**config.mk**
```make
export PLATFORM = sky130hd
export DESIGN_NAME = mse_front
export DESIGN_NICKNAME = d
export VERILOG_FILES = /design/src/rtl/mse_pkg.sv /design/src/rtl/mse_front.sv
export SDC_FILE = /design/constraint.sdc
export NUM_CORES = 1
export LEC_CHECK = 0
export BUFFER_PORTS_ARGS = -buffer_cell sky130_fd_sc_hd__buf_2
export CAP_MARGIN = 20
export CORE_UTILIZATION = 52
export DETAILED_ROUTE_END_ITERATION = 12
export PLACE_DENSITY_LB_ADDON = 0.12
export SYNTH_ARGS = -nofsm -noshare
export SYNTH_HDL_FRONTEND = slang
export SYNTH_SLANG_ARGS = --single-unit
```
**constraint.sdc**
```tcl
create_clock -name clk_i -period 6.4 [get_ports clk_i]
set_clock_uncertainty 0.15 [all_clocks]
set_input_delay 1.28 -clock clk_i [delete_from_list [all_inputs] [get_ports clk_i]]
set_output_delay 1.28 -clock clk_i [all_outputs]
set_load 0.005 [all_outputs]
```
**src/rtl/mse_pkg.sv**
```systemverilog
// Package for the MIPS subset execute unit: command codes, payload structs,
// queue entry, back-end state type and sizing constants. No dependencies.
package mse_pkg;

  localparam int unsigned MEM_WORDS_DEFAULT = 4096;
  localparam int unsigned QUEUE_DEPTH       = 2;
  localparam int unsigned REG_COUNT         = 32;

  localparam logic [3:0] CMD_ADD      = 4'd0;
  localparam logic [3:0] CMD_SUB      = 4'd1;
  localparam logic [3:0] CMD_SLL      = 4'd2;
  localparam logic [3:0] CMD_SRL      = 4'd3;
  localparam logic [3:0] CMD_SW       = 4'd4;
  localparam logic [3:0] CMD_LW       = 4'd5;
  localparam logic [3:0] CMD_PRELOAD  = 4'd6;
  localparam logic [3:0] CMD_READ_REG = 4'd7;
  localparam logic [3:0] CMD_READ_MEM = 4'd8;

  typedef enum logic [3:0] {
    OP_ADD,
    OP_SUB,
    OP_SLL,
    OP_SRL,
    OP_SW,
    OP_LW,
    OP_PRELOAD,
    OP_READ_REG,
    OP_READ_MEM,
    OP_NONE
  } op_e;

  typedef enum logic [1:0] {
    ST_CLEAR,
    ST_IDLE,
    ST_EXEC,
    ST_MEM
  } state_e;

  typedef struct packed {
    logic        [3:0]  cmd;
    logic        [4:0]  target_reg;
    logic        [4:0]  source_reg;
    logic        [4:0]  second_reg;
    logic        [4:0]  shift_amount;
    logic signed [15:0] offset;
    logic signed [31:0] data_value;
  } in_t;

  typedef struct packed {
    logic signed [31:0] result_value;
    logic               reg_written;
    logic        [4:0]  written_reg;
    logic               address_error;
  } out_t;

  // Classified word as it waits between front and back
  typedef struct packed {
    op_e                op;
    logic        [4:0]  rd;
    logic        [4:0]  ra;
    logic        [4:0]  rb;
    logic        [4:0]  sh;
    logic signed [15:0] offset;
    logic signed [31:0] data_value;
  } entry_t;

  typedef struct packed {
    logic clearing;
  } back_stat_t;

endpackage

```
**src/rtl/mse_front.sv**
```systemverilog
// Front end of the MIPS subset execute unit: accepts input words, classifies
// the command and holds classified words in a short queue. Uses mse_pkg.
module mse_front (
  input  logic                clk_i,
  input  logic                rst_ni,
  input  logic                in_valid_i,
  output logic                in_ready_o,
  input  mse_pkg::in_t        in_data_i,
  input  mse_pkg::back_stat_t stat_i,
  output logic                q_valid_o,
  output mse_pkg::entry_t     q_entry_o,
  input  logic                q_pop_i
);
  import mse_pkg::*;

  localparam int unsigned PtrW = (QUEUE_DEPTH > 1) ? $clog2(QUEUE_DEPTH) : 1;
  localparam int unsigned CntW = $clog2(QUEUE_DEPTH + 1);

  entry_t            fifo_q [QUEUE_DEPTH];
  logic [PtrW-1:0]   wr_ptr_q, wr_ptr_d;
  logic [PtrW-1:0]   rd_ptr_q, rd_ptr_d;
  logic [CntW-1:0]   count_q, count_d;
  entry_t            entry;
  logic              push;
  logic              full;

  always_comb begin
    entry.rd         = in_data_i.target_reg;
    entry.ra         = in_data_i.source_reg;
    entry.rb         = in_data_i.second_reg;
    entry.sh         = in_data_i.shift_amount;
    entry.offset     = in_data_i.offset;
    entry.data_value = in_data_i.data_value;
    case (in_data_i.cmd)
      CMD_ADD:      entry.op = OP_ADD;
      CMD_SUB:      entry.op = OP_SUB;
      CMD_SLL:      entry.op = OP_SLL;
      CMD_SRL:      entry.op = OP_SRL;
      CMD_SW:       entry.op = OP_SW;
      CMD_LW:       entry.op = OP_LW;
      CMD_PRELOAD:  entry.op = OP_PRELOAD;
      CMD_READ_REG: entry.op = OP_READ_REG;
      CMD_READ_MEM: entry.op = OP_READ_MEM;
      default:      entry.op = OP_NONE;
    endcase
    // store data and read-back both come through the second read port
    if (entry.op == OP_SW || entry.op == OP_READ_REG) begin
      entry.rb = in_data_i.target_reg;
    end
  end

  assign full       = (count_q == CntW'(QUEUE_DEPTH));
  assign in_ready_o = !full && !stat_i.clearing;
  assign push       = in_valid_i && in_ready_o;
  assign q_valid_o  = (count_q != '0);
  assign q_entry_o  = fifo_q[rd_ptr_q];

  always_comb begin
    wr_ptr_d = wr_ptr_q;
    rd_ptr_d = rd_ptr_q;
    count_d  = count_q;
    if (push) begin
      wr_ptr_d = (wr_ptr_q == PtrW'(QUEUE_DEPTH - 1)) ? '0 : wr_ptr_q + 1'b1;
    end
    if (q_pop_i) begin
      rd_ptr_d = (rd_ptr_q == PtrW'(QUEUE_DEPTH - 1)) ? '0 : rd_ptr_q + 1'b1;
    end
    if (push && !q_pop_i) begin
      count_d = count_q + 1'b1;
    end else if (!push && q_pop_i) begin
      count_d = count_q - 1'b1;
    end
  end

  always_ff @(posedge clk_i or negedge rst_ni) begin
    if (!rst_ni) begin
      wr_ptr_q <= '0;
      rd_ptr_q <= '0;
      count_q  <= '0;
    end else begin
      wr_ptr_q <= wr_ptr_d;
      rd_ptr_q <= rd_ptr_d;
      count_q  <= count_d;
    end
  end

  always_ff @(posedge clk_i) begin
    if (push) begin
      fifo_q[wr_ptr_q] <= entry;
    end
  end

endmodule

```
==> results of run 1 <==
metrics by stage:
stage               cell area (um2)  utilization [%]  setup WS, ns  hold WS [ns]
floorplan                      5590                -         0.997         0.297
global placement               6440             62.1          2.68         0.324
detailed placement             6440             62.1          2.68         0.321
CTS                            7000             67.5          2.71         0.333
global route                   7000             67.5          2.62         0.383
finish                         7000             67.5          2.76         0.330
how the worst max path moves through the flow:
stage	cells after the start	end	slack [ns]
final	2	q_entry_o[71]	2.76
after CTS	2	q_entry_o[40]	2.71
after global routing	2	q_entry_o[14]	2.62
after floorplan	2	fifo_q[0][0]$_DFFE_PP_	1.0
after global placement	4	fifo_q[0][41]$_DFFE_PP_	2.68
after detailed placement	4	fifo_q[0][25]$_DFFE_PP_	2.68
worst reg2reg max path: stages, from the launching register on:
cell	delay (ns)
dfrtp_1	0.39
nor2b_2	0.18
nor3b_4	0.24
nor2b_4	0.82
buf_4	0.63
power breakdown:
part           switching (W)  internal [W]  total (W)  leakage, nW
Clock               0.000361      0.000550   0.000911        0.258
Sequential          0.000129       0.00121    0.00134         1.36
Combinational       0.000224      0.000306   0.000530         1.04
Total               0.000713       0.00207    0.00278         2.66
sequential cells by signal, indices dropped and copies added (netlist names):
register / cells
wr_ptr_q: 1
fifo_q: 144
count_q: 2
rd_ptr_q: 1
final cells by class:
class / instances / share of cell area, %
clock buffers: 18 / 5.97
clock inverters: 14 / 1.97
multi-input cells: 96 / 15.5
flip-flops and latches: 148 / 63.3
repair buffers: 151 / 10.8
well taps: 136 / 2.43
inverters: 1 / 0.0536
synth_stat cells:
master | number | area [um2]
buf_4 | 1 | 7.51
nor3b_4 | 1 | 18.8
mux2_4 | 14 | 210
buf_6 | 7 | 78.8
nor2b_2 | 2 | 17.5
ha_1 | 1 | 12.5
edfxtp_1 | 144 | 4320
or2_2 | 1 | 6.26
and2_1 | 1 | 6.26
o21ai_0 | 1 | 5.00
nand2b_1 | 1 | 6.26
inv_1 | 1 | 3.75
xor2_1 | 4 | 35.0
mux2_1 | 60 | 676
xnor2_1 | 2 | 17.5
nor2b_1 | 2 | 12.5
mux2_2 | 3 | 33.8
nand2_2 | 1 | 6.26
dfrtp_1 | 4 | 100
nor2_1 | 2 | 7.51
per-layer routing:
metal	vias to the layer above	global-route usage, %	share of wire [%]
met3	19	7.24	7.5
met5	-	0	0
li1	1321	-	-
met2	108	29.2	52
met1	1337	17.9	38
met4	0	8.83	2.6
cell families after synthesis:
logic type      count (synthesis)
compound gates                  1
xor+xnor                        6
simple gates                   11
flops                         148
mux                            77
fa+ha+maj                       1
buf+inv                         9
==> impl_results.md, run 1 <==
- CTS tree: built
- Crit-path max cell delay: 1.12 ns
- Largest family of logic cells by synthesized area: multiplexers
- Combined area of the multi-input logic cells: ~1100 um2
- Final setup fails: 0
- RSZ-0062 raised after global routing: no
- Fill cells: between 700 and 800
- Worst Path Buf+Inv: 1
- Antenna violations before repair: 0
- Final wirelength: approximately 9.1 mm
- Hold Path Depth: 1
- Cts repair resizes: 0
- R2r startpoint: count_q[1]$_DFFE_PN0P_
- Global-route wire length before repair: approximately 14 mm
- PortBufs: 150
- Total clock sinks: between 100 and 150
- Cell area after synthesis: about 5600 um2
- Latest clock arrival within the worst-skew pair: between 0.5 and 0.6 ns
- Run status: completed
- GPL Wtd Cong: approximately 0.75
- Tmin final: around 3.6 ns
- Crit path arrival time: about 2.2 ns
- First-pass iteration count of the detailed router: 4
- Post-synthesis mux area share: 16.5%
- Die width: between 100 and 150 um
- Post-synthesis compound-gate area fraction: less than 1%
- DP Cell Count: ~530
- Family with the most delay on the worst path: flip-flops
- Number of setup buffers added after CTS: 0
- Area delta synth->final: 25.3%
- Worst setup SP type: flip-flop
- WP data required: between 4 and 5 ns
- Largest net degree at the start of global routing: between 70 and 80
- Yosys synthesis warning count: 0
- Max-cap violations: 0
- Hold_buf cts: 0
- Fin nets: around 490
- Max frequency: around 280 MHz
- I/O Pins: between 150 and 200
- Lkg Pwr: ~2.7 nW
- Clock buffer depth: 2
- Hold EP: count_q[1]$_DFFE_PN0P_
- Final ANT Viol Nets: 0
- FF+latch count, synth: roughly 150
- R2R setup slack: ~3.6 ns
- Max FO, Critical Path: between 70 and 80
- Core area: about 10,000 um2
- Total die area: approximately 11,000 um2
- Antenna diodes: 0
- Max VDD drop: 0.000264 V
- Initial Util: between 50% and 60%
- Clk slew on worst S/H paths: 0.06 ns
- Die Ht: roughly 110 um
- Routed length per instance: around 16 um
- Reg area: ~4400 um2
- Hold path startpoint: count_q[1]$_DFFE_PN0P_
- Post-Layout Cell Count: around 560
- Ratio of cells with drive above 1 in the final layout: between 40% and 50%
- First DRT Iteration DRCs: 92
- CP Class: flip-flop to output port
- Hold WC Path Type: flip-flop to flip-flop
- Core Rows: 37
- Critical Path Slowest Stage Cell: dfrtp_4
- Critical path capture point type: output port
- CP cell instances: mux2_2 -> buf_2
- Most frequent cells in the layout: 150 x buf_2, 144 x edfxtp_1, 60 x mux2_1, 16 x clkbuf_16, 14 x mux2_4
- Root buf cell: clkbuf_8
- Vias post-DR: around 2,800
- Vias in the first global route: between 2,000 and 3,000
- Hold violation count in the final report: 0
- Adder-cell share of the synthesized area: 0.224%
- Reg2reg end: fifo_q[0][28]$_DFFE_PP_
- Slew margin rel.: around 30%
- Synth Area in Simple Gates: under 10%
- Synth Area in XOR/XNOR: less than 1%
- Fin crit share: around 57%
- Final Max Slew Viols: 0
- Via density: ~4.9
- Final total power: 0.00278 W
- Grt ovf: 0
- Setup crit start: rd_ptr_q$_DFFE_PN0P_
- Post-synth cell types: 20
- Most common cell after layout, fill and taps aside: buf_2
- Setup TNS: 0 ns
- CTS H-tree depth: 4
- Mapped Cells: 253
- Worst reg2reg path depth: 4
- Total CTS buffers: 17
- Post-Synthesis Mean Instance Area: roughly 22 um2
- HPWL Detailed: approximately 5.7 mm
- Tot GR Track Use: approximately 17%
- PwrDens: between 300 and 400 nW/um2
- Sequential area share after synthesis: 79.2%
- Syn Nets: approximately 330
- Worst-Margin Slew: 1.05 ns
- DRC: 0
(Power assumes the default switching activity.)
==> run 2, diff against run 1 <==
==> constraint.sdc (replaced) <==
create_clock -name clk_i -period 3.8 [get_ports clk_i]
set_clock_uncertainty 0.15 [all_clocks]
set_input_delay 0.76 -clock clk_i [delete_from_list [all_inputs] [get_ports clk_i]]
set_output_delay 0.76 -clock clk_i [all_outputs]
set_load 0.005 [all_outputs]
==> impl_results.md, run 2 (synthesis gave the netlist of run 1 again) <==
- Grt ovf: 0
- Die width: roughly 110 um
- Core area: 10,400 um2
- Worst setup SP type: flip-flop
- Max FO, Critical Path: 39
- Max reg flops: between 100 and 150
- Worst-Margin Slew: roughly 0.53 ns
- Area delta synth->final: 27.2%
- Antenna violations before repair: 0
- Worst reg2reg path depth: 4
- Placed Instance Area: ~6500 um2
- Crit-path max cell delay: roughly 0.76 ns
- Tot GR Track Use: between 10% and 20%
- Core Rows: 37
- CTS H-tree depth: 4
- PortBufs: 150
- Final total power: about 0.0048 W
- Vias in the first global route: roughly 2,800
- Die Ht: 106 um
- Final Max Slew Viols: 0
- Max frequency: between 300 and 400 MHz
- Number of setup buffers added after CTS: 0
- R2r startpoint: count_q[1]$_DFFE_PN0P_
- Final setup margin: between 0.7 and 0.8 ns
- Vias post-DR: between 2,000 and 3,000
- Clock buffer depth: 2
- Post-Layout Cell Count: ~570
- DP Cell Count: between 500 and 600
- Most common cell after layout, fill and taps aside: buf_2
- Largest regs: fifo_q (144), count_q (2)
- Place WS: around 1.3 ns
- Crit path arrival time: roughly 2.1 ns
- Setup TNS: 0 ns
- Critical path capture point type: output port
- Final ANT Viol Nets: 0
- Reg2reg end: fifo_q[1][54]$_DFFE_PP_
- Global-route wire length before repair: around 14 mm
- Lkg Pwr: 2.71 nW
- Final setup fails: 0
- R2R setup slack: roughly 1.7 ns
- Fin nets: slightly below 500
- First-pass iteration count of the detailed router: 4
- Ratio of cells with drive above 1 in the final layout: between 40% and 50%
- Hold WC Path Type: input port to flip-flop
- Critical Path Slowest Stage Cell: dfrtp_4
- Design area: 7100 um2
- Run status: completed
- Largest net degree at the start of global routing: 73
- I/O Pins: approximately 150
- WP data required: roughly 2.9 ns
- CP cell instances: buf_12 -> mux2_1 -> buf_2
- Total CTS buffers: 17
- Clk slew on worst S/H paths: ~0.06 ns
- First DRT Iteration DRCs: ~140
- Biggest register: fifo_q
- Hold path startpoint: in_data_i[47]
- Hold EP: fifo_q[1][47]$_DFFE_PP_
- Max-cap violations: 0
- Max VDD drop: 0.000429 V
- Routed length per instance: between 15 and 20 um
- CP Class: flip-flop to output port
- Most frequent cells in the layout: 150 x buf_2, 144 x edfxtp_1, 60 x mux2_1, 16 x clkbuf_16, 14 x mux2_4
- Antenna diodes: 0
- Root buf cell: clkbuf_8
- Latest clock arrival within the worst-skew pair: approximately 0.5 ns
- Via density: 4.95
- Hold violation count in the final report: 0
- DRC: 0
- GPL Wtd Cong: around 0.7
- Tmin final: ~3.0 ns
- HPWL Detailed: 5.69 mm
- PwrDens: ~680 nW/um2
- Total die area: between 10,000 and 15,000 um2
- Final wirelength: between 9 and 10 mm
- RSZ-0062 raised after global routing: no
- Hold Path Depth: 1
- Initial Util: between 50% and 60%
- CTS tree: built
- Fin crit share: ~80%
- Slew margin rel.: between 60 and 70%
- Total clock sinks: about 150
==> run 2: cell count changes in the layout (fill, tap and decap cells not counted) <==
cell / previous run / this run
inv_6: 1 / 2
buf_12: 0 / 3
clkinv_1: 2 / 0
clkbuf_8: 1 / 3
bufinv_16: 2 / 3
dlygate4sd3_1: 0 / 1
buf_4: 1 / 0
clkinv_4: 1 / 0
clkinvlp_4: 5 / 4
==> run 2: routing by layer <==
layer / vias up / GRT usage (%) / part of all wire (%)
met3: 16 / 6.56 / 6.6
met5: - / 0 / 0
met4: 0 / 8.23 / 2.3
met2: 108 / 27.0 / 49
li1: 1324 / - / -
met1: 1358 / 21.1 / 42
==> run 2: power by group <==
part | total, W | switching, W | leakage, nW | internal, W
Clock | 0.00165 | 0.000610 | 0.284 | 0.00103
Sequential | 0.00217 | 0.000135 | 1.36 | 0.00204
Combinational | 0.00101 | 0.000467 | 1.07 | 0.000542
==> run 2: final cells by class <==
class / count / area, um2
tap: 136 / 170
clock inverter: 12 / 153
multi-input combinational: 96 / 1080
timing repair buffer: 154 / 821
clock buffer: 20 / 445
fill: 737 / 3270
sequential: 148 / 4430
inverter: 1 / 3.75
==> run 2: metrics by stage <==
| step | hold slack [ns] | util (%) |
|---|---|---|
| 6_report | 0.288 | 68.5 |
| 5_1_grt | 0.254 | 68.5 |
| 4_1_cts | 0.264 | 68.5 |
| 3_5_place_dp | 0.337 | 62.6 |
| 3_3_place_gp | 0.328 | 62.6 |
| 2_1_floorplan | 0.297 | - |
==> run 2: timing repair <==
item,CTS,global route
hold buffers,1,0
hold endpoints to repair,4,0
endpoints found under the setup margin,0,0
resized for setup,0,0
==> run 2: critical path, delay by kind of cell (launching register included) <==
kind	cells	cell delay [ns]
flops	1	0.76
buf+inv	2	0.46
mux	1	0.38
==> run 2: worst max path at each step <==
stage,end,from,depth (start not counted)
CTS,q_entry_o[1],rd_ptr_q$_DFFE_PN0P_,3
global route,q_entry_o[1],rd_ptr_q$_DFFE_PN0P_,3
detailed placement,q_entry_o[1],rd_ptr_q$_DFFE_PN0P_,3
finish,q_entry_o[1],rd_ptr_q$_DFFE_PN0P_,3
global placement,q_entry_o[9],rd_ptr_q$_DFFE_PN0P_,3
floorplan,fifo_q[0][0]$_DFFE_PP_,stat_i,2
